File: src/hw/rtl/stuffed_frame_encoder_assert.svh
// assertion macros shared by the stuffed frame encoder modules
// no dependencies; define ASSERT_OFF to compile the checks out
`ifndef STUFFED_FRAME_ENCODER_ASSERT_SVH
`define STUFFED_FRAME_ENCODER_ASSERT_SVH

`ifndef ASSERT_OFF

// check held at every clock edge outside reset
`define SFE_ASSERT(label, clk, rst, prop) \
   label: assert property (@(posedge clk) disable iff (rst) (prop)) \
      else $error("stuffed frame encoder check failed");

// check held at every clock edge, reset included
`define SFE_ASSERT_ALWAYS(label, clk, prop) \
   label: assert property (@(posedge clk) (prop)) \
      else $error("stuffed frame encoder check failed");

`else

`define SFE_ASSERT(label, clk, rst, prop)
`define SFE_ASSERT_ALWAYS(label, clk, prop)

`endif

`endif

File: src/hw/rtl/sfe_pkg.sv
// types and constants of the stuffed frame encoder
// no dependencies; used by every module of the block
`timescale 1ns / 1ps

package sfe_pkg;

   // register indexes of the configuration port
   localparam int unsigned CSR_IDX_W = 3;
   localparam logic [CSR_IDX_W-1:0] CSR_ESCAPE_ENABLE = 3'd0;
   localparam logic [CSR_IDX_W-1:0] CSR_FLAG_BYTE     = 3'd1;
   localparam logic [CSR_IDX_W-1:0] CSR_ESCAPE_PREFIX = 3'd2;
   localparam logic [CSR_IDX_W-1:0] CSR_PREFIX_CODE   = 3'd3;
   localparam logic [CSR_IDX_W-1:0] CSR_FLAG_CODE     = 3'd4;

   // reset values of the configuration registers
   localparam logic       RST_ESCAPE_ENABLE = 1'b1;
   localparam logic [7:0] RST_FLAG_BYTE     = 8'hAA;
   localparam logic [7:0] RST_ESCAPE_PREFIX = 8'hBB;
   localparam logic [7:0] RST_PREFIX_CODE   = 8'h0B;
   localparam logic [7:0] RST_FLAG_CODE     = 8'h0A;

   // length field counts the payload plus four length bytes and the command
   localparam int unsigned COUNT_W      = 16;
   localparam int unsigned LEN_W        = COUNT_W + 1;
   localparam int unsigned HEADER_EXTRA = 5;

   // queue between front and back, depth a power of two
   localparam int unsigned QUEUE_DEPTH = 2;
   localparam int unsigned QPTR_W      = $clog2(QUEUE_DEPTH);
   localparam int unsigned QCNT_W      = $clog2(QUEUE_DEPTH + 1);

   typedef struct packed {
      logic       escape_enable;
      logic [7:0] flag_byte;
      logic [7:0] escape_prefix;
      logic [7:0] prefix_code;
      logic [7:0] flag_code;
   } cfg_type;

   // one classified payload byte with everything the back end needs
   typedef struct packed {
      logic [7:0]       data;
      logic [7:0]       cmd;
      logic [LEN_W-1:0] len;
      logic             first;
      logic             last;
      logic [7:0]       csum;
   } job_type;

endpackage

File: src/hw/rtl/sfe_front.sv
// front end: takes payload bytes, tracks the open frame and running sum
// depends on sfe_pkg and stuffed_frame_encoder_assert.svh
`timescale 1ns / 1ps
`include "stuffed_frame_encoder_assert.svh"

module sfe_front #(
   parameter int unsigned MAX_PAYLOAD = 65535
) (
   input  logic                        clock,
   input  logic                        reset,
   input  logic                        req_tvalid,
   output logic                        req_tready,
   input  logic [7:0]                  payload_byte,
   input  logic                        first_byte,
   input  logic                        last_byte,
   input  logic [7:0]                  command,
   input  logic [sfe_pkg::COUNT_W-1:0] payload_count,
   input  logic                        q_ready,
   output logic                        push,
   output sfe_pkg::job_type            job
);

   logic                        frame_open_ff, frame_open_in;
   logic [7:0]                  running_sum_ff, running_sum_in;
   logic                        accept;
   logic [sfe_pkg::COUNT_W-1:0] count_sat;
   logic [sfe_pkg::LEN_W-1:0]   len;
   logic [7:0]                  header_sum;
   logic [7:0]                  csum;

   assign req_tready = q_ready;
   assign accept     = req_tvalid && req_tready;

   // bytes outside an open frame are dropped here
   assign push = accept && (first_byte || frame_open_ff);

   // length field and the sum of the header bytes
   assign count_sat = (payload_count > sfe_pkg::COUNT_W'(MAX_PAYLOAD)) ?
                      sfe_pkg::COUNT_W'(MAX_PAYLOAD) : payload_count;
   assign len = sfe_pkg::LEN_W'(count_sat) + sfe_pkg::LEN_W'(sfe_pkg::HEADER_EXTRA);
   assign header_sum = {7'd0, len[16]} + len[15:8] + len[7:0] + command;

   // running sum including this byte
   assign csum = (first_byte ? header_sum : running_sum_ff) + payload_byte;

   assign job.data  = payload_byte;
   assign job.cmd   = command;
   assign job.len   = len;
   assign job.first = first_byte;
   assign job.last  = last_byte;
   assign job.csum  = csum;

   // frame state update on every byte that goes on
   always_comb begin
      frame_open_in  = frame_open_ff;
      running_sum_in = running_sum_ff;
      if (push) begin
         frame_open_in  = !last_byte;
         running_sum_in = last_byte ? 8'd0 : csum;
      end
   end

   always_ff @(posedge clock) begin
      if (reset) begin
         frame_open_ff  <= 1'b0;
         running_sum_ff <= 8'd0;
      end else begin
         frame_open_ff  <= frame_open_in;
         running_sum_ff <= running_sum_in;
      end
   end

   // a dropped byte leaves the running sum alone
   `SFE_ASSERT(a_drop_keeps_sum, clock, reset,
      accept && !first_byte && !frame_open_ff |=> $stable(running_sum_ff))
   // a closing byte ends the frame and clears the sum
   `SFE_ASSERT(a_last_closes, clock, reset,
      push && last_byte |=> !frame_open_ff && running_sum_ff == 8'd0)
   // a byte is only passed on into free queue space
   `SFE_ASSERT(a_push_has_room, clock, reset, push |-> q_ready)

endmodule

File: src/hw/rtl/sfe_queue.sv
// short queue of classified bytes between front and back end
// depends on sfe_pkg and stuffed_frame_encoder_assert.svh
`timescale 1ns / 1ps
`include "stuffed_frame_encoder_assert.svh"

module sfe_queue (
   input  logic             clock,
   input  logic             reset,
   input  logic             push,
   input  sfe_pkg::job_type push_job,
   output logic             q_ready,
   input  logic             pop,
   output logic             head_valid,
   output sfe_pkg::job_type head
);

   sfe_pkg::job_type              slot_ff [sfe_pkg::QUEUE_DEPTH];
   logic [sfe_pkg::QPTR_W-1:0]    wr_ptr_ff, wr_ptr_in;
   logic [sfe_pkg::QPTR_W-1:0]    rd_ptr_ff, rd_ptr_in;
   logic [sfe_pkg::QCNT_W-1:0]    count_ff, count_in;

   assign q_ready    = count_ff != sfe_pkg::QCNT_W'(sfe_pkg::QUEUE_DEPTH);
   assign head_valid = count_ff != '0;
   assign head       = slot_ff[rd_ptr_ff];

   // pointers wrap on their own since the depth is a power of two
   always_comb begin
      wr_ptr_in = push ? wr_ptr_ff + 1'b1 : wr_ptr_ff;
      rd_ptr_in = pop ? rd_ptr_ff + 1'b1 : rd_ptr_ff;
      count_in  = count_ff;
      if (push && !pop) begin
         count_in = count_ff + 1'b1;
      end else if (pop && !push) begin
         count_in = count_ff - 1'b1;
      end
   end

   always_ff @(posedge clock) begin
      if (reset) begin
         wr_ptr_ff <= '0;
         rd_ptr_ff <= '0;
         count_ff  <= '0;
      end else begin
         wr_ptr_ff <= wr_ptr_in;
         rd_ptr_ff <= rd_ptr_in;
         count_ff  <= count_in;
      end
   end

   // slot storage
   always_ff @(posedge clock) begin
      if (push) begin
         slot_ff[wr_ptr_ff] <= push_job;
      end
   end

   `SFE_ASSERT(a_pop_not_empty, clock, reset, pop |-> count_ff != '0)
   `SFE_ASSERT(a_push_grows, clock, reset,
      push && !pop |=> count_ff == $past(count_ff) + 1'b1)
   `SFE_ASSERT(a_ptr_gap, clock, reset,
      count_ff == '0 || count_ff == sfe_pkg::QCNT_W'(sfe_pkg::QUEUE_DEPTH) ||
      wr_ptr_ff != rd_ptr_ff)

endmodule

File: src/hw/rtl/sfe_back.sv
// back end: sequences header, stuffed payload, checksum and closing flag
// depends on sfe_pkg and stuffed_frame_encoder_assert.svh
`timescale 1ns / 1ps
`include "stuffed_frame_encoder_assert.svh"

module sfe_back (
   input  logic             clock,
   input  logic             reset,
   input  sfe_pkg::cfg_type cfg,
   input  logic             head_valid,
   input  sfe_pkg::job_type head,
   output logic             pop,
   output logic             rsp_tvalid,
   input  logic             rsp_tready,
   output logic [7:0]       rsp_tdata,
   output logic             rsp_tlast
);

   // byte position within the bytes of one queued entry
   localparam logic [3:0] PH_HFLAG    = 4'd0;
   localparam logic [3:0] PH_LEN3     = 4'd1;
   localparam logic [3:0] PH_LEN2     = 4'd2;
   localparam logic [3:0] PH_LEN1     = 4'd3;
   localparam logic [3:0] PH_LEN0     = 4'd4;
   localparam logic [3:0] PH_CMD      = 4'd5;
   localparam logic [3:0] PH_DATA     = 4'd6;
   localparam logic [3:0] PH_DATA_ESC = 4'd7;
   localparam logic [3:0] PH_SUM      = 4'd8;
   localparam logic [3:0] PH_SUM_ESC  = 4'd9;
   localparam logic [3:0] PH_EFLAG    = 4'd10;

   logic       busy_ff, busy_in;
   logic [3:0] phase_ff, phase_in;
   logic [3:0] phase_cur, phase_next;
   logic       rsp_tvalid_ff, rsp_tvalid_in;
   logic [7:0] rsp_tdata_ff;
   logic       rsp_tlast_ff;
   logic       load;
   logic       done;
   logic [7:0] byte_out;
   logic       end_out;
   logic       data_is_prefix, data_esc;
   logic       sum_is_prefix, sum_esc;

   // escape decisions, the prefix rule wins over the flag rule
   assign data_is_prefix = head.data == cfg.escape_prefix;
   assign data_esc = cfg.escape_enable && (data_is_prefix || head.data == cfg.flag_byte);
   assign sum_is_prefix = head.csum == cfg.escape_prefix;
   assign sum_esc = cfg.escape_enable && (sum_is_prefix || head.csum == cfg.flag_byte);

   // a fresh entry starts at its header or straight at its payload byte
   assign phase_cur = busy_ff ? phase_ff : (head.first ? PH_HFLAG : PH_DATA);

   // output register takes a byte when empty or being drained
   assign load = head_valid && (!rsp_tvalid_ff || rsp_tready);
   assign pop  = load && done;

   // byte selection and next position
   always_comb begin
      byte_out   = cfg.flag_byte;
      end_out    = 1'b0;
      done       = 1'b0;
      phase_next = PH_DATA;
      case (phase_cur)
         PH_HFLAG: begin
            phase_next = PH_LEN3;
         end
         PH_LEN3: begin
            byte_out   = 8'd0;
            phase_next = PH_LEN2;
         end
         PH_LEN2: begin
            byte_out   = {7'd0, head.len[16]};
            phase_next = PH_LEN1;
         end
         PH_LEN1: begin
            byte_out   = head.len[15:8];
            phase_next = PH_LEN0;
         end
         PH_LEN0: begin
            byte_out   = head.len[7:0];
            phase_next = PH_CMD;
         end
         PH_CMD: begin
            byte_out   = head.cmd;
            phase_next = PH_DATA;
         end
         PH_DATA: begin
            if (data_esc) begin
               byte_out   = cfg.escape_prefix;
               phase_next = PH_DATA_ESC;
            end else begin
               byte_out   = head.data;
               done       = !head.last;
               phase_next = PH_SUM;
            end
         end
         PH_DATA_ESC: begin
            byte_out   = data_is_prefix ? cfg.prefix_code : cfg.flag_code;
            done       = !head.last;
            phase_next = PH_SUM;
         end
         PH_SUM: begin
            if (sum_esc) begin
               byte_out   = cfg.escape_prefix;
               phase_next = PH_SUM_ESC;
            end else begin
               byte_out   = head.csum;
               phase_next = PH_EFLAG;
            end
         end
         PH_SUM_ESC: begin
            byte_out   = sum_is_prefix ? cfg.prefix_code : cfg.flag_code;
            phase_next = PH_EFLAG;
         end
         PH_EFLAG: begin
            end_out = 1'b1;
            done    = 1'b1;
         end
         default: begin
            done = 1'b1;
         end
      endcase
   end

   // sequencer state
   always_comb begin
      busy_in  = busy_ff;
      phase_in = phase_ff;
      if (load) begin
         busy_in  = !done;
         phase_in = phase_next;
      end
      rsp_tvalid_in = rsp_tvalid_ff;
      if (load) begin
         rsp_tvalid_in = 1'b1;
      end else if (rsp_tready) begin
         rsp_tvalid_in = 1'b0;
      end
   end

   always_ff @(posedge clock) begin
      if (reset) begin
         busy_ff       <= 1'b0;
         phase_ff      <= PH_HFLAG;
         rsp_tvalid_ff <= 1'b0;
      end else begin
         busy_ff       <= busy_in;
         phase_ff      <= phase_in;
         rsp_tvalid_ff <= rsp_tvalid_in;
      end
   end

   // output payload register
   always_ff @(posedge clock) begin
      if (load) begin
         rsp_tdata_ff <= byte_out;
         rsp_tlast_ff <= end_out;
      end
   end

   assign rsp_tvalid = rsp_tvalid_ff;
   assign rsp_tdata  = rsp_tdata_ff;
   assign rsp_tlast  = rsp_tlast_ff;

   `SFE_ASSERT(a_end_is_flag, clock, reset,
      rsp_tvalid_ff && rsp_tlast_ff |-> rsp_tdata_ff == cfg.flag_byte)
   `SFE_ASSERT(a_pop_has_head, clock, reset, pop |-> head_valid)
   `SFE_ASSERT(a_flag_ends_entry, clock, reset,
      load && phase_cur == PH_EFLAG |=> !busy_ff)

endmodule

File: src/hw/rtl/stuffed_frame_encoder.sv
// stuffed frame encoder, top level: configuration registers and the three parts
// depends on sfe_pkg, sfe_front, sfe_queue, sfe_back
//
// Payload bytes enter on the req_ stream, one per transfer; req_tuser marks the
// first byte of a frame, req_tlast the last. With the first byte the block sends
// the flag byte, a 4-byte big-endian length (count plus 5) and the command byte.
// Payload bytes and the closing 8-bit additive checksum are byte-stuffed when
// escaping is on, and the closing flag goes out with rsp_tlast high. Bytes that
// arrive while no frame is open are dropped. The csr_ port writes the five
// registers (csr_ready is always high); write them only while no byte is in flight.
// Each item gives 0 to 11 output bytes; the output register sends one byte per
// cycle unless rsp_ stalls. A plain payload byte gives one, a stuffed one two, the
// first byte of a frame seven or eight, and a last byte two or three more for the
// checksum and closing flag. When the block is empty, an item's first byte passes
// the queue and then the output register before rsp_tvalid rises. A two-entry queue
// lets req_ keep moving while rsp_ is stalled; when it fills, req_tready drops.
// Reset restores the default registers, empties the queue, closes any open frame.
`timescale 1ns / 1ps

module stuffed_frame_encoder #(
   parameter int unsigned MAX_PAYLOAD = 65535
) (
   input  logic                          clock,
   input  logic                          reset,
   // payload in
   input  logic                          req_tvalid,
   output logic                          req_tready,
   input  logic [31:0]                   req_tdata,  // payload_byte, command, payload_count
   input  logic                          req_tuser,  // first_byte
   input  logic                          req_tlast,  // last_byte
   // encoded frame out
   output logic                          rsp_tvalid,
   input  logic                          rsp_tready,
   output logic [7:0]                    rsp_tdata,  // out_byte
   output logic                          rsp_tlast,  // frame_end
   // register writes
   input  logic                          csr_valid,
   output logic                          csr_ready,
   input  logic [sfe_pkg::CSR_IDX_W-1:0] csr_index,
   input  logic [7:0]                    csr_data
);

   sfe_pkg::cfg_type cfg_ff, cfg_in;
   sfe_pkg::job_type push_job, head;
   logic             push, pop, q_ready, head_valid;

   // configuration registers
   assign csr_ready = 1'b1;

   always_comb begin
      cfg_in = cfg_ff;
      if (csr_valid && csr_ready) begin
         case (csr_index)
            sfe_pkg::CSR_ESCAPE_ENABLE: cfg_in.escape_enable = csr_data[0];
            sfe_pkg::CSR_FLAG_BYTE:     cfg_in.flag_byte     = csr_data;
            sfe_pkg::CSR_ESCAPE_PREFIX: cfg_in.escape_prefix = csr_data;
            sfe_pkg::CSR_PREFIX_CODE:   cfg_in.prefix_code   = csr_data;
            sfe_pkg::CSR_FLAG_CODE:     cfg_in.flag_code     = csr_data;
            default:                    cfg_in = cfg_ff;
         endcase
      end
   end

   always_ff @(posedge clock) begin
      if (reset) begin
         cfg_ff.escape_enable <= sfe_pkg::RST_ESCAPE_ENABLE;
         cfg_ff.flag_byte     <= sfe_pkg::RST_FLAG_BYTE;
         cfg_ff.escape_prefix <= sfe_pkg::RST_ESCAPE_PREFIX;
         cfg_ff.prefix_code   <= sfe_pkg::RST_PREFIX_CODE;
         cfg_ff.flag_code     <= sfe_pkg::RST_FLAG_CODE;
      end else begin
         cfg_ff <= cfg_in;
      end
   end

   // front end
   sfe_front #(
      .MAX_PAYLOAD (MAX_PAYLOAD)
   ) u_front (
      .clock         (clock),
      .reset         (reset),
      .req_tvalid    (req_tvalid),
      .req_tready    (req_tready),
      .payload_byte  (req_tdata[7:0]),
      .first_byte    (req_tuser),
      .last_byte     (req_tlast),
      .command       (req_tdata[15:8]),
      .payload_count (req_tdata[31:16]),
      .q_ready       (q_ready),
      .push          (push),
      .job           (push_job)
   );

   // queue between the two ends
   sfe_queue u_queue (
      .clock      (clock),
      .reset      (reset),
      .push       (push),
      .push_job   (push_job),
      .q_ready    (q_ready),
      .pop        (pop),
      .head_valid (head_valid),
      .head       (head)
   );

   // back end
   sfe_back u_back (
      .clock      (clock),
      .reset      (reset),
      .cfg        (cfg_ff),
      .head_valid (head_valid),
      .head       (head),
      .pop        (pop),
      .rsp_tvalid (rsp_tvalid),
      .rsp_tready (rsp_tready),
      .rsp_tdata  (rsp_tdata),
      .rsp_tlast  (rsp_tlast)
   );

endmodule

File: config.mk
export PLATFORM = sky130hd
export DESIGN_NAME = stuffed_frame_encoder
export DESIGN_NICKNAME = d
export VERILOG_FILES = /design/src/hw/rtl/sfe_pkg.sv /design/src/hw/rtl/sfe_front.sv /design/src/hw/rtl/sfe_queue.sv /design/src/hw/rtl/sfe_back.sv /design/src/hw/rtl/stuffed_frame_encoder.sv
export VERILOG_INCLUDE_DIRS = /design/src /design/src/hw/rtl
export SDC_FILE = /design/constraint.sdc
export NUM_CORES = 1
export LEC_CHECK = 0
export BUFFER_PORTS_ARGS = -buffer_cell sky130_fd_sc_hd__buf_2
export CAP_MARGIN = 20
export CORE_ASPECT_RATIO = 1.4
export CORE_MARGIN = 8
export CORE_UTILIZATION = 65
export CTS_BUF_LIST = sky130_fd_sc_hd__clkbuf_4 sky130_fd_sc_hd__clkbuf_8
export CTS_CLUSTER_SIZE = 12
export DETAILED_ROUTE_END_ITERATION = 6
export PLACE_DENSITY = 0.85
export SLEW_MARGIN = 10
export SYNTH_ARGS = -nofsm -noshare
export SYNTH_HDL_FRONTEND = slang
export SYNTH_HIERARCHICAL = 1
export SYNTH_SLANG_ARGS = --single-unit
File: constraint.sdc
create_clock -name clock -period 10.1 [get_ports clock]
set_input_delay 1.01 -clock clock [delete_from_list [all_inputs] [get_ports clock]]
set_output_delay 1.01 -clock clock [all_outputs]
set_load 0.02 [all_outputs]
# Yosys cells after proc, flatten, opt, wreduce, memory -nomap -nowiden
# Memories as Yosys holds them, arrays and structs flattened. A register that Yosys moved wholly into a read port is not among the register bits.
# Index checks and enable logic that the tools add are counted.
[totals] regBits=61 mem_bits_rw=86 wordCells=98 mem_count=1
[memory_table] name="u_queue.slot_ff" depth=2 width=43 rd=1 rd_clocked_by_memory_dff=1 write_ports=1 line="sfe_queue.sv:17" source="sfe_pkg::job_type slot_ff [sfe_pkg::QUEUE_DEPTH];"
[classes] addsub=9 order_cmp=1 eq_ne=19 mux=24 reduce_logical=29
[op_table] cell="case mux 8 bit (9 select lines)" count=1
[op_table] cell="2-to-1 mux 8 bit" count=6
[op_table] cell="case mux 4 bit (9 select lines)" count=1
[op_table] cell="== test 8 bit" count=4
[op_table] cell="adder 8 bit" count=3
[op_table] cell="adder 16 x 3 -> 17 bit (second input constant)" count=1
[op_table] cell="== test 4 x 3 -> 1 bit (second input constant)" count=4
[op_table] cell="greater-than comparator 16 bit (second input constant)" count=1
[op_table] cell="2-to-1 mux 16 bit" count=1
[op_table] cell="== test 4 bit (second input constant)" count=3
[op_table] cell="AND reduction 2 bit" count=5
[op_table] cell="adder 1 x 8 -> 8 bit" count=1
[op_table] cell="== test 4 x 2 -> 1 bit (second input constant)" count=2
[op_table] cell="logical AND 1 bit" count=8
[op_table] cell="2-to-1 mux 1 bit" count=8
[op_table] cell="2-to-1 mux 4 bit" count=2
[op_table] cell="OR reduction 8 bit" count=1
[op_table] cell="== test 3 x 2 -> 1 bit (second input constant)" count=2
[op_table] cell="zero test 1 bit" count=6
[op_table] cell="2-to-1 mux 2 bit" count=3
[op_table] cell="nonzero test 2 bit" count=3
[op_table] cell="== test 4 x 1 -> 1 bit (second input constant)" count=1
[op_table] cell="zero test 4 bit" count=1
[op_table] cell="logical OR 1 bit" count=4
[op_table] cell="9 further kinds" count=10

# Longest topological paths before layout
# Gate-level depths: netlist of run 1.
[depth] depth_word=9 depth_mapped=22 depth_no_buf=22

# Modules after synthesis
# The synthesis of run 1 kept the hierarchy.
[by_module_without_submodules] module="sfe_queue" instances=1 cells_per_inst=156 area_each_um2=3324.4 seq_area_each_um2=2682.6
[by_module_without_submodules] module="sfe_front" instances=1 cells_per_inst=223 area_each_um2=1719.1 seq_area_each_um2=180.2
[by_module_without_submodules] module="sfe_back" instances=1 cells_per_inst=200 area_each_um2=1679.1 seq_area_each_um2=390.4
[by_module_without_submodules] module="stuffed_frame_encoder" instances=1 cells_per_inst=129 area_each_um2=1356.3 seq_area_each_um2=660.6

# Worst setup path before layout of run 1
# OpenSTA, ideal clock, no wires.
[synth_path] path_kind="input -> register" start="in req_tdata[16]" end="mem u_queue/slot_ff[0][7] in the netlist's numbering (data pin)" arrival_time_ns=4.701 required_ns=9.831 setup_slack_ns=5.130 cell_stages=18 n_path_buf=0 cell_sequence="ha_1 -> o21ai_0 -> nor2_1 -> and2_1 -> nand2_1 -> xor2_1 -> fa_1 -> inv_1 -> ha_1 -> nor2b_1 -> a311o_1 -> xor2_1 -> mux2_2 -> ha_1 -> or3_1 -> a31oi_1 -> xnor2_1 -> xnor2_1"
[synth_lines] element="from (decl)" line="stuffed_frame_encoder.sv:28" source="input logic [31:0] req_tdata,"
[synth_lines] element="to (decl)" line="sfe_queue.sv:17"

==> metrics.yaml, run 1 <==
detailed_routing:
  drc: 0
  drt_iter0_markers: 436
  viasPerCell: 6.09
  first_pass_iters: 5
  routed_wirelength_microns: 18300
  drtAntennaViolNets: 0
  num_vias: 5508
  post_drt_wl_per_cell_microns: 20.2
timing:
  fmaxAchievable_mhz: 197
  setup_tns_ns: 0
  worst_slew_pin_slew_ns: 1.04
  slew_violations: 0
  rsz0062_at_grt: "false"
  relSlewSlack: 0.304
  min_period_ns: 5.08
  setup_violations: 0
  finalClockSkew_ns: 0.0169
  hold_viol: 0
  finalCritPeriodShare: 0.503
floorplanning:
  die_y_microns: 148
  num_rows: 48
  pin_count: 62
  initial_core_util: 0.659
  die_w_microns: 110
  die_area_sq_mm: 0.0163
  core_sq_mm: 0.0123
grt:
  grt_start_max_net_pins: 68
  grt_pass1_vias: 5699
  grt_pass1_wl_microns: 29200
  antenna_found_initial: 0
  grt_usage: 0.233
  overflow: 0
layout:
  drive_gt1_frac: 0.170
  syn2layout_area_growth_pct: 7.43
  antenna_cells: 0
  post-route-util: 0.708
  fin_area_sq_mm: 0.00868
  nets: 817
cts:
  cts_setup_buffers: 0
  clk_pin_slew_ns: 0.08
  cts_hold_buf: 0
  clkSinkCount: 148
  cts_buffers: 17
  root_buffer: "clkbuf_8"
  cts_tree: "done"
  cts_resized: 0
  clockBufferDepth: 2
  cts_htree_levels: 4
  clk_latency_ns: 0.45
hold_path:
  min_delay_path_depth: 2
  hp-class: "flop to flop"
  hp-start: "u_front/running_sum_ff[6]"
setup_path:
  cp.required_ns: 10.28
  worst-path-max-fanout: 5
  critPathArrivalTime_ns: 5.26
  startpoint_type: "input port"
  reg2reg_depth: 11
  cp-startpoint: "req_tdata[16]"
  crit_type: "input port to flop"
  ff2ff_setup_slack_ns: 6.16
  end_kind: "flop"
logic_synthesis:
  async_flop_share: 0
  synth_nets: 783
  syn_inst: 708
  syn-cell-area_sq_mm: 0.00808
  ys.flop_type: "edfxtp_1"
  synth_edf_count: 95
  ys_seq_elements: 148
  ys_types: 71
  seq_area_frac_synth: 0.484
  syn_area_per_cell_sq_um: 11.4
  ys_warn_count: 6
placed_design:
  gp_congestion: 0.900
  hpwl_microns: 13400
  portBuffers: 60
  postPlaceCellArea_sq_mm: 0.00826
power:
  total_power_w: 0.00186
  power_density_mw_per_mm2: 215
  power_leakage_nw: 3.40
  ir_worst_vdd_mv: 0.128
job:
  max-cap-violations: 0
status:
  status: "completed"
==> cells in the final DEF, fill, tap and decap left out, types with 9 or more instances in the layout <==
cell type / count
nor2_1: 63
nand2b_1: 28
nand2_1: 26
xor2_1: 40
clkbuf_8: 17
a22oi_1: 10
buf_2: 60
ha_1: 16
fa_1: 9
a21oi_1: 16
dfxtp_1: 52
nand3_1: 14
xnor2_1: 22
inv_1: 52
mux2_1: 43
o21ai_0: 9
a31oi_1: 11
a32oi_1: 9
mux2i_1: 35
edfxtp_1: 95
==> through the flow <==
step | worst slack (ns) | std cells | hold slack, ns
after CTS | 5.05 | 904 | 0.462
after global routing | 4.73 | 905 | 0.490
after global placement | 4.72 | 872 | 0.444
after detailed placement | 4.59 | 872 | 0.450
final | 5.02 | 905 | 0.462
after floorplan | 5.13 | 708 | 0.429
==> synth_stat cells (5+ instances only) <==
master    count  area (sq um)
o21ai_0       9          45.0
nand2_1      26          97.6
nor2b_1       5          31.3
a32oi_1       9          78.8
xor2_1       40           350
buf_4        23           173
buf_6         6          67.6
a221oi_1      8          70.1
mux2_2        7          78.8
xnor2_1      22           193
a21o_1        5          37.5
dfxtp_1      53          1060
ha_1         16           200
nand2b_1     28           175
buf_2        12          60.1
mux2i_1      35           350
edfxtp_1     95          2850
a21oi_1      16          80.1
a31oi_1      11          68.8
a22oi_1      10          75.1
inv_1        52           195
nand3_1      14          70.1
fa_1          9           180
nor4_1        6          37.5
o21ai_1       8          40.0
mux2_1       43           484
nor2_1       63           236
==> routing by layer <==
metal  part of all wire  up-vias  global-route usage
met5                  0        -                   0
li1                   -     2582                   -
met4              0.030        0              0.0983
met3              0.056       40              0.0379
met1               0.38     2674               0.274
met2               0.53      212               0.406
==> sequential cells by signal, summed over array words and instances (netlist names), named ones only <==
name                    cells
u_back/busy_ff              1
u_back/phase_ff             4
u_queue/count_ff            2
u_queue/wr_ptr_ff           1
u_back/rsp_tlast            1
u_queue/rd_ptr_ff           1
u_back/rsp_tdata            8
u_back/rsp_tvalid           1
u_queue/slot_ff            86
u_front/frame_open_ff       1
u_front/running_sum_ff      8
cfg_ff                     33
==> report_power, final <==
group / switching [W] / total (W) / leakage (nW) / internal, W
Sequential: 0.0000736 / 0.000825 / 1.31 / 0.000752
Combinational: 0.000349 / 0.000571 / 1.89 / 0.000223
Clock: 0.000255 / 0.000465 / 0.205 / 0.000210
==> final cells by class <==
class,count,area [sq um]
Timing Repair Buffer,63,323
Clock buffer,17,234
Sequential cell,148,3920
Multi-Input combinational cell,460,3650
Clock inverter,15,174
Tap cell,150,188
Fill cell,886,3570
Inverter,52,195
==> cell families (layout without fill, tap and decap cells) <==
kind of cell | count (synthesis) | in the layout | synth area share
other | 1 | 1 | 0.000464
buffers and inverters | 100 | 147 | 0.0647
xor gates and xnor gates | 63 | 63 | 0.0700
DFF | 148 | 148 | 0.484
and+or+nand+nor | 184 | 184 | 0.129
adders and majority gates | 25 | 25 | 0.0471
muxes | 85 | 85 | 0.113
AOI/OAI and AO/OA | 102 | 102 | 0.0917
==> path summary, 6_finish.rpt <==
kind                               end
max              u_queue/slot_ff[0][7]
min          u_front/running_sum_ff[6]
max reg2reg        u_queue/count_ff[1]
min reg2reg  u_front/running_sum_ff[6]
==> worst max-delay path, stage by stage <==
cell and delay (ns):
buf_2 0.16, ha_1 0.24, o21ai_0 0.16, nor2_1 0.23, nand2_1 0.09, nor2_1 0.17
nand3_1 0.15, fa_1 0.44, inv_1 0.06, ha_1 0.18, inv_1 0.06, fa_1 0.39
xnor2_1 0.14, mux2_2 0.26, ha_1 0.31, a21oi_1 0.20, o21ai_0 0.13, or3_1 0.32
a31oi_1 0.20, xnor2_1 0.21, xnor2_1 0.13
No activity file was read; power rests on OpenSTA's default activity.
==> run 2, diff against run 1 <==
--- a/config.mk
+++ b/config.mk
@@ -10,11 +10,11 @@
 export CAP_MARGIN = 20
 export CORE_ASPECT_RATIO = 1.4
 export CORE_MARGIN = 8
-export CORE_UTILIZATION = 65
+export CORE_UTILIZATION = 57
 export CTS_BUF_LIST = sky130_fd_sc_hd__clkbuf_4 sky130_fd_sc_hd__clkbuf_8
 export CTS_CLUSTER_SIZE = 12
 export DETAILED_ROUTE_END_ITERATION = 6
-export PLACE_DENSITY = 0.85
+export PLACE_DENSITY = 0.79
 export SLEW_MARGIN = 10
 export SYNTH_ARGS = -nofsm -noshare
 export SYNTH_HDL_FRONTEND = slang
==> constraint.sdc (replaced) <==
create_clock -name clock -period 4.45 [get_ports clock]
set_input_delay 0.445 -clock clock [delete_from_list [all_inputs] [get_ports clock]]
set_output_delay 0.445 -clock clock [all_outputs]
set_load 0.02 [all_outputs]
==> metrics.yaml, run 2 (synthesis results as in run 1) <==
detailed_routing:
  post_drt_wl_per_cell_microns: 18.8  # was 20.2 microns
  drtAntennaViolNets: 0  # unchanged
  top_layer_used: "met4"  # unchanged
  routed-wl-met3_microns: 834  # was 1020 microns
  first_pass_iters: 5  # unchanged
  drc: 0  # unchanged
  wl_met1_microns: 7310  # was 7020 microns
  dr_wl_met2_microns: 9620  # was 9680 microns
  viasPerCell: 5.68  # was 6.09
  routed_wirelength_microns: 18400  # was 18300 microns
  num_vias: 5560  # was 5508
  drt_iter0_markers: 325  # was 436
placed_design:
  portBuffers: 60  # unchanged
  hpwl_microns: 13900  # was 13400 microns
  dp.cells: 947  # was 872
  gp_congestion: 0.895  # was 0.900
  dp_slack_ns: -0.262  # was 4.59 ns
cts:
  cts_resized: 0  # unchanged
  cts_tree: "done"  # unchanged
  clkSinkCount: 148  # unchanged
  cts_setup_buffers: 0  # unchanged
  cts_hold_buf: 0  # unchanged
  clk_latency_ns: 0.45  # about the same
  cts_htree_levels: 4  # unchanged
  clk_pin_slew_ns: 0.08  # about the same
  clockBufferDepth: 2  # unchanged
  root_buffer: "clkbuf_8"  # unchanged
  cts_buffers: 17  # unchanged
grt:
  antenna_found_initial: 0  # unchanged
  grt_pass1_wl_microns: 29200  # about the same
  overflow: 0  # unchanged
  grt_usage: 0.211  # was 0.233
  grt_start_max_net_pins: 47  # was 68
  grt_pass1_vias: 5814  # was 5699
setup_path:
  worst_path_largest_cell_delay_ns: 0.46  # was 0.44 ns
  critPathArrivalTime_ns: 4.44  # was 5.26 ns
  startpoint_type: "input port"  # unchanged
  crit_type: "input port to flop"  # unchanged
  cpMaxStageDelayCell: "fa_1"  # unchanged
  r2r-end: "u_queue/count_ff[1]"  # unchanged
  crit_chain: "buf_2 > ha_1 > o21ai_0 > nor2_1 > and2_1 > nand2_1 > xor2_1 > fa_1 > inv_1 > ha_1 > nor2b_1 > a311o_1 > xor2_1 > mux2_2 > ha_1 > or3_1 > a31oi_2 > xnor2_1 > xnor2_1"  # was buf_2 > ha_1 > o21ai_0 > nor2_1 > nand2_1 > nor2_1 > nand3_1 > fa_1 > inv_1 > ha_1 > inv_1 > fa_1 > xnor2_1 > mux2_2 > ha_1 > a21oi_1 > o21ai_0 > or3_1 > a31oi_1 > xnor2_1 > xnor2_1
  crit_top_cell: "ha_1"
  reg2reg_depth: 11  # unchanged
  cp_top_family: "adder cells"  # unchanged
  ff2ff_setup_slack_ns: 0.94  # was 6.16 ns
  worst-path-max-fanout: 3  # was 5
  crit_buf_inv: 2  # was 3
  end_kind: "flop"  # unchanged
  cp.required_ns: 4.64  # was 10.28 ns
floorplanning:
  pin_count: 62  # unchanged
  die_w_microns: 117  # was 110 microns
  num_rows: 51  # was 48
  die_area_sq_mm: 0.0183  # was 0.0163 sq mm
  core_sq_mm: 0.0139  # was 0.0123 sq mm
  initial_core_util: 0.581  # was 0.659
  die_y_microns: 157  # was 148 microns
hold_path:
  min_delay_path_depth: 1  # was 2
  hp-start: "req_tdata[14]"  # was u_front/running_sum_ff[6]
  hp-class: "input port to flop"  # was flop to flop
  min_to: "u_queue/slot_ff[1][33]"  # was u_front/running_sum_ff[6]
timing:
  slew_violations: 0  # unchanged
  relSlewSlack: 0.327  # was 0.304
  finalClockSkew_ns: 0.0131  # was 0.0169 ns
  finalCritPeriodShare: 0.955
  worst_slew_pin_slew_ns: 1.01  # was 1.04 ns
  setup_violations: 0  # unchanged
  whs_ns: 0.208  # was 0.462 ns
  setup_tns_ns: 0  # unchanged
  setup_ws_ns: 0.200  # was 5.02 ns
  hold_viol: 0  # unchanged
  fmaxAchievable_mhz: 235
  min_period_ns: 4.25
power:
  power_leakage_nw: 3.58  # was 3.40 nW
  power_density_mw_per_mm2: 475  # was 215 mW/mm^2
  ir_worst_vdd_mv: 0.338  # was 0.128 mV
layout:
  syn2layout_area_growth_pct: 11.4  # was 7.43%
  largest_register: "u_queue/slot_ff"  # unchanged
  reg_top3: "u_queue/slot_ff: 86 flops, cfg_ff: 33 flops"  # unchanged
  final_common_cell: "edfxtp_1"  # unchanged
  nets: 856  # was 817
  fillers: 1093  # was 886
  drive_gt1_frac: 0.215  # was 0.170
  antenna_cells: 0  # unchanged
  post-route-util: 0.647  # was 0.708
  layout.cells.most_common_list: "edfxtp_1, nor2_1, buf_2, dfxtp_1, inv_1"  # unchanged
  largest_register_ffs: 86  # unchanged
  layoutNonFillerInstCount: 979  # was 905
job:
  max-cap-violations: 0  # unchanged
status:
  status: "completed"  # unchanged
==> run 2: area by class of cell <==
type | count | area (sq um) | share of cell area
clock inverters | 15 | 145 | 0.0161
flip-flops and latches | 148 | 3920 | 0.435
well taps | 185 | 231 | 0.0257
multi-input cells | 460 | 3670 | 0.407
inverters | 52 | 195 | 0.0217
repair buffers | 102 | 616 | 0.0684
clock buffers | 17 | 234 | 0.0260
==> run 2: stage by stage <==
| step | instance area, sq um | power [W] |
|---|---|---|
| 3_5_place_dp | 8610 | 0.00327 |
| 4_1_cts | 8990 | 0.00428 |
| 2_1_floorplan | 8080 | 0.00284 |
| 3_3_place_gp | 8610 | 0.00321 |
| 6_report | 9000 | 0.00428 |
| 5_1_grt | 9000 | 0.00450 |
==> run 2: power by group <==
part | switching (W) | internal [W] | total [W]
Sequential | 0.000142 | 0.00171 | 0.00185
Clock | 0.000548 | 0.000459 | 0.00101
Combinational | 0.000841 | 0.000582 | 0.00142
Total | 0.00153 | 0.00275 | 0.00428
==> run 2: how the worst max path moves through the flow <==
| stage | cells past startpoint | to | start |
|---|---|---|---|
| floorplan | 18 | u_queue/slot_ff[0][7] | req_tdata[16] |
| global placement | 21 | u_queue/slot_ff[0][6] | req_tdata[16] |
| detailed placement | 20 | u_front/running_sum_ff[7] | req_tdata[16] |
| CTS | 20 | u_front/running_sum_ff[7] | req_tdata[16] |
| global route | 22 | u_front/running_sum_ff[7] | req_tdata[16] |
| finish | 19 | u_queue/slot_ff[0][7] | req_tdata[16] |
==> run 2: layer usage <==
layer,GRT usage,vias up
met4,0.114,0
met5,0,-
li1,-,2645
met1,0.234,2686
met3,0.0417,44
met2,0.371,185
==> run 3, diff against run 2 <==
--- a/config.mk
+++ b/config.mk
@@ -6,6 +6,7 @@
 export SDC_FILE = /design/constraint.sdc
 export NUM_CORES = 1
 export LEC_CHECK = 0
+export ABC_AREA = 1
 export BUFFER_PORTS_ARGS = -buffer_cell sky130_fd_sc_hd__buf_2
 export CAP_MARGIN = 20
 export CORE_ASPECT_RATIO = 1.4
==> metrics.yaml, run 3 <==
grt:
  grt_pass1_vias: 7205  # was 5814
  overflow: 0  # unchanged
  antenna_found_initial: 0  # unchanged
  grt_pass1_wl_microns: 33900  # was 29200 microns
  grt_usage: 0.217  # was 0.211
  grt_start_max_net_pins: 38  # was 47
setup_path:
  end_kind: "flop"  # unchanged
  cp.required_ns: 4.80  # was 4.64 ns
  cp-startpoint: "req_tdata[17]"  # was req_tdata[16]
  reg2reg_depth: 21  # was 11
  crit_path_end: "u_front/running_sum_ff[7]"  # was u_queue/slot_ff[0][7]
  worst-path-max-fanout: 4  # was 3
  r2r-end: "u_queue/count_ff[1]"  # unchanged
  crit_type: "input port to flop"  # unchanged
  worst_path_largest_cell_delay_ns: 0.43  # was 0.46 ns
  ff2ff_setup_slack_ns: 1.14  # was 0.94 ns
  startpoint_type: "input port"  # unchanged
  critPathArrivalTime_ns: 4.47  # was 4.44 ns
  cpMaxStageDelayCell: "fa_1"  # unchanged
placed_design:
  portBuffers: 60  # unchanged
  gp_congestion: 0.954  # was 0.895
  hpwl_microns: 15900  # was 13900 microns
  dp.cells: 1315  # was 947
floorplanning:
  die_area_sq_mm: 0.0198  # was 0.0183 sq mm
  die_y_microns: 163  # was 157 microns
  pin_count: 62  # unchanged
  initial_core_util: 0.575  # was 0.581
  die_w_microns: 121  # was 117 microns
  core_sq_mm: 0.0154  # was 0.0139 sq mm
  num_rows: 54  # was 51
cts:
  cts_buffers: 17  # unchanged
  cts_tree: "done"  # unchanged
  clockBufferDepth: 2  # unchanged
  cts_hold_buf: 0  # unchanged
  clkSinkCount: 148  # unchanged
  cts_htree_levels: 4  # unchanged
  root_buffer: "clkbuf_8"  # unchanged
  clk_pin_slew_ns: 0.09  # was 0.08 ns
  clk_latency_ns: 0.47  # was 0.45 ns
timing:
  min_period_ns: 4.12  # was 4.25 ns
  worst_slew_pin_slew_ns: 1.04  # was 1.01 ns
  finalClockSkew_ns: 0.0139  # was 0.0131 ns
  setup_violations: 0  # unchanged
  relSlewSlack: 0.309  # was 0.327
  fmaxAchievable_mhz: 243  # was 235 MHz
  finalCritPeriodShare: 0.926  # was 0.955
  setup_tns_ns: 0  # unchanged
  slew_violations: 0  # unchanged
  hold_viol: 0  # unchanged
  whs_ns: 0.176  # was 0.208 ns
logic_synthesis:
  async_flop_share: 0  # unchanged
  syn_inst: 1051  # was 708
  ys_types: 45  # was 71
  ys_warn_count: 6  # unchanged
  synth_most_common_cell: "nand2_1"  # was edfxtp_1
  seq_area_frac_synth: 0.442  # was 0.484
  ys_seq_elements: 148  # unchanged
  ys.flop_type: "edfxtp_1"  # unchanged
  synth_top_area_cell: "edfxtp_1"  # unchanged
  synthTopCellsByArea: "edfxtp_1, nand2_1, dfxtp_1"  # was edfxtp_1, dfxtp_1, mux2_1
  synth_nets: 1126  # was 783
  synth_edf_count: 95  # unchanged
  yosysTopAreaCellShare: 0.322  # was 0.353
  syn_area_per_cell_sq_um: 8.43  # was 11.4 sq um
  synth_commonest_cells: "nand2_1, inv_1, nand3_1"  # was edfxtp_1, nor2_1, dfxtp_1
  syn-cell-area_sq_mm: 0.00886  # was 0.00808 sq mm
hold_path:
  hp-class: "input port to flop"  # unchanged
  min_delay_path_depth: 1  # unchanged
detailed_routing:
  drc: 0  # unchanged
  num_vias: 7082  # was 5560
  drtAntennaViolNets: 0  # unchanged
  post_drt_wl_per_cell_microns: 15.4  # was 18.8 microns
  drt_iter0_markers: 572  # was 325
  first_pass_iters: 5  # unchanged
  routed_wirelength_microns: 20800  # was 18400 microns
  viasPerCell: 5.25  # was 5.68
layout:
  largest_register_ffs: 86  # unchanged
  nets: 1216  # was 856
  syn2layout_area_growth_pct: 11.9  # was 11.4%
  antenna_cells: 0  # unchanged
  final_common_cell: "nand2_1"  # was edfxtp_1
  reg_top3: "u_queue/slot_ff: 86 flops, cfg_ff: 33 flops"  # unchanged
  layoutNonFillerInstCount: 1350  # was 979
  largest_register: "u_queue/slot_ff"  # unchanged
  layout.cells.most_common_list: "nand2_1, inv_1, nand3_1, edfxtp_1, nor2_1"  # was edfxtp_1, nor2_1, buf_2, dfxtp_1, inv_1
  drive_gt1_frac: 0.211  # was 0.215
power:
  power_leakage_nw: 4.70  # was 3.58 nW
  ir_worst_vdd_mv: 0.273  # was 0.338 mV
  total_power_w: 0.00480  # was 0.00428 W
  power_density_mw_per_mm2: 484  # was 475 mW/mm^2
job:
  max-cap-violations: 0  # unchanged
status:
  status: "completed"  # unchanged
run 3: cell count changes after synthesis, moves of 20 or more:
cell      before  now
nand2_1       26  303
nand2b_1      28    0
nor2_1        63   84
mux2i_1       35    0
inv_1         52  147
mux2_1        43    0
nand3_1       14  107
xor2_1        40   12
a21oi_1       16   36
mux2_4         0   40
run 3: area by class of cell:
type / instances / area [sq um]
fill: 1296 / 5490
multi-input combinational: 715 / 4130
sequential: 148 / 3920
timing repair buffer: 103 / 632
inverter: 156 / 586
clock buffer: 19 / 262
tap: 196 / 245
clock inverter: 13 / 145
run 3: layer usage:
metal | up-vias | wire [microns] | GRT usage
li1 | 3525 | - | -
met1 | 3309 | 8280 | 0.232
met2 | 199 | 10800 | 0.386
met3 | 49 | 938 | 0.0488
met4 | 0 | 865 | 0.118
met5 | - | 0 | 0
run 3: timing repair:
action | 4_1_cts | 5_1_grt
buffers inserted | 0 | 3
endpoints found under the hold margin | 0 | 0
gates resized for setup | 0 | 18
setup endpoints to repair | 0 | 7
run 3: worst min-delay path by stage:
stage | endpoint | from | slack [ns]
after floorplan | cfg_ff[11] | cfg_ff[11] | 0.43
after global placement | cfg_ff[9] | cfg_ff[9] | 0.44
after detailed placement | cfg_ff[8] | cfg_ff[8] | 0.45
after CTS | u_queue/slot_ff[1][30] | req_tdata[11] | 0.15
after global routing | u_queue/slot_ff[1][30] | req_tdata[11] | 0.15
final | u_queue/slot_ff[1][30] | req_tdata[11] | 0.18
run 3: cells by family after synthesis:
| family | after synthesis | synth area share |
|---|---|---|
| AND/OR/NAND/NOR | 551 | 0.275 |
| multiplexers | 43 | 0.0716 |
| XOR/XNOR | 34 | 0.0336 |
| other | 1 | 0.000423 |
| adder cells (fa/ha/maj) | 25 | 0.0429 |
| AO/OA/AOI/OAI | 61 | 0.0374 |
| buffers and inverters | 188 | 0.0973 |
| flip-flops | 148 | 0.442 |
run 3: through the flow:
stage	area, sq um	setup slack (ns)	utilization
after global placement	9430	-0.215	0.612
final	9910	0.328	0.643
after floorplan	8860	0.0577	-
after global routing	9910	-0.0262	0.643
after detailed placement	9430	-0.363	0.612
after CTS	9840	0.132	0.639
run 3: power by group:
part	internal, W	leakage (nW)	switching [W]	total [W]
clock network	0.000535	0.206	0.000539	0.00107
registers	0.00172	1.31	0.0000841	0.00180
logic	0.000720	3.18	0.00120	0.00192
total	0.00297	4.70	0.00183	0.00480
run 3: critical path: cells and delay by family:
kind	cells	cell delay, ns
xor gates and xnor gates	2	0.35
and+or+nand+nor	14	1.18
adders and majority gates	5	1.42
buffers and inverters	8	0.69
AOI/OAI and AO/OA	4	0.37
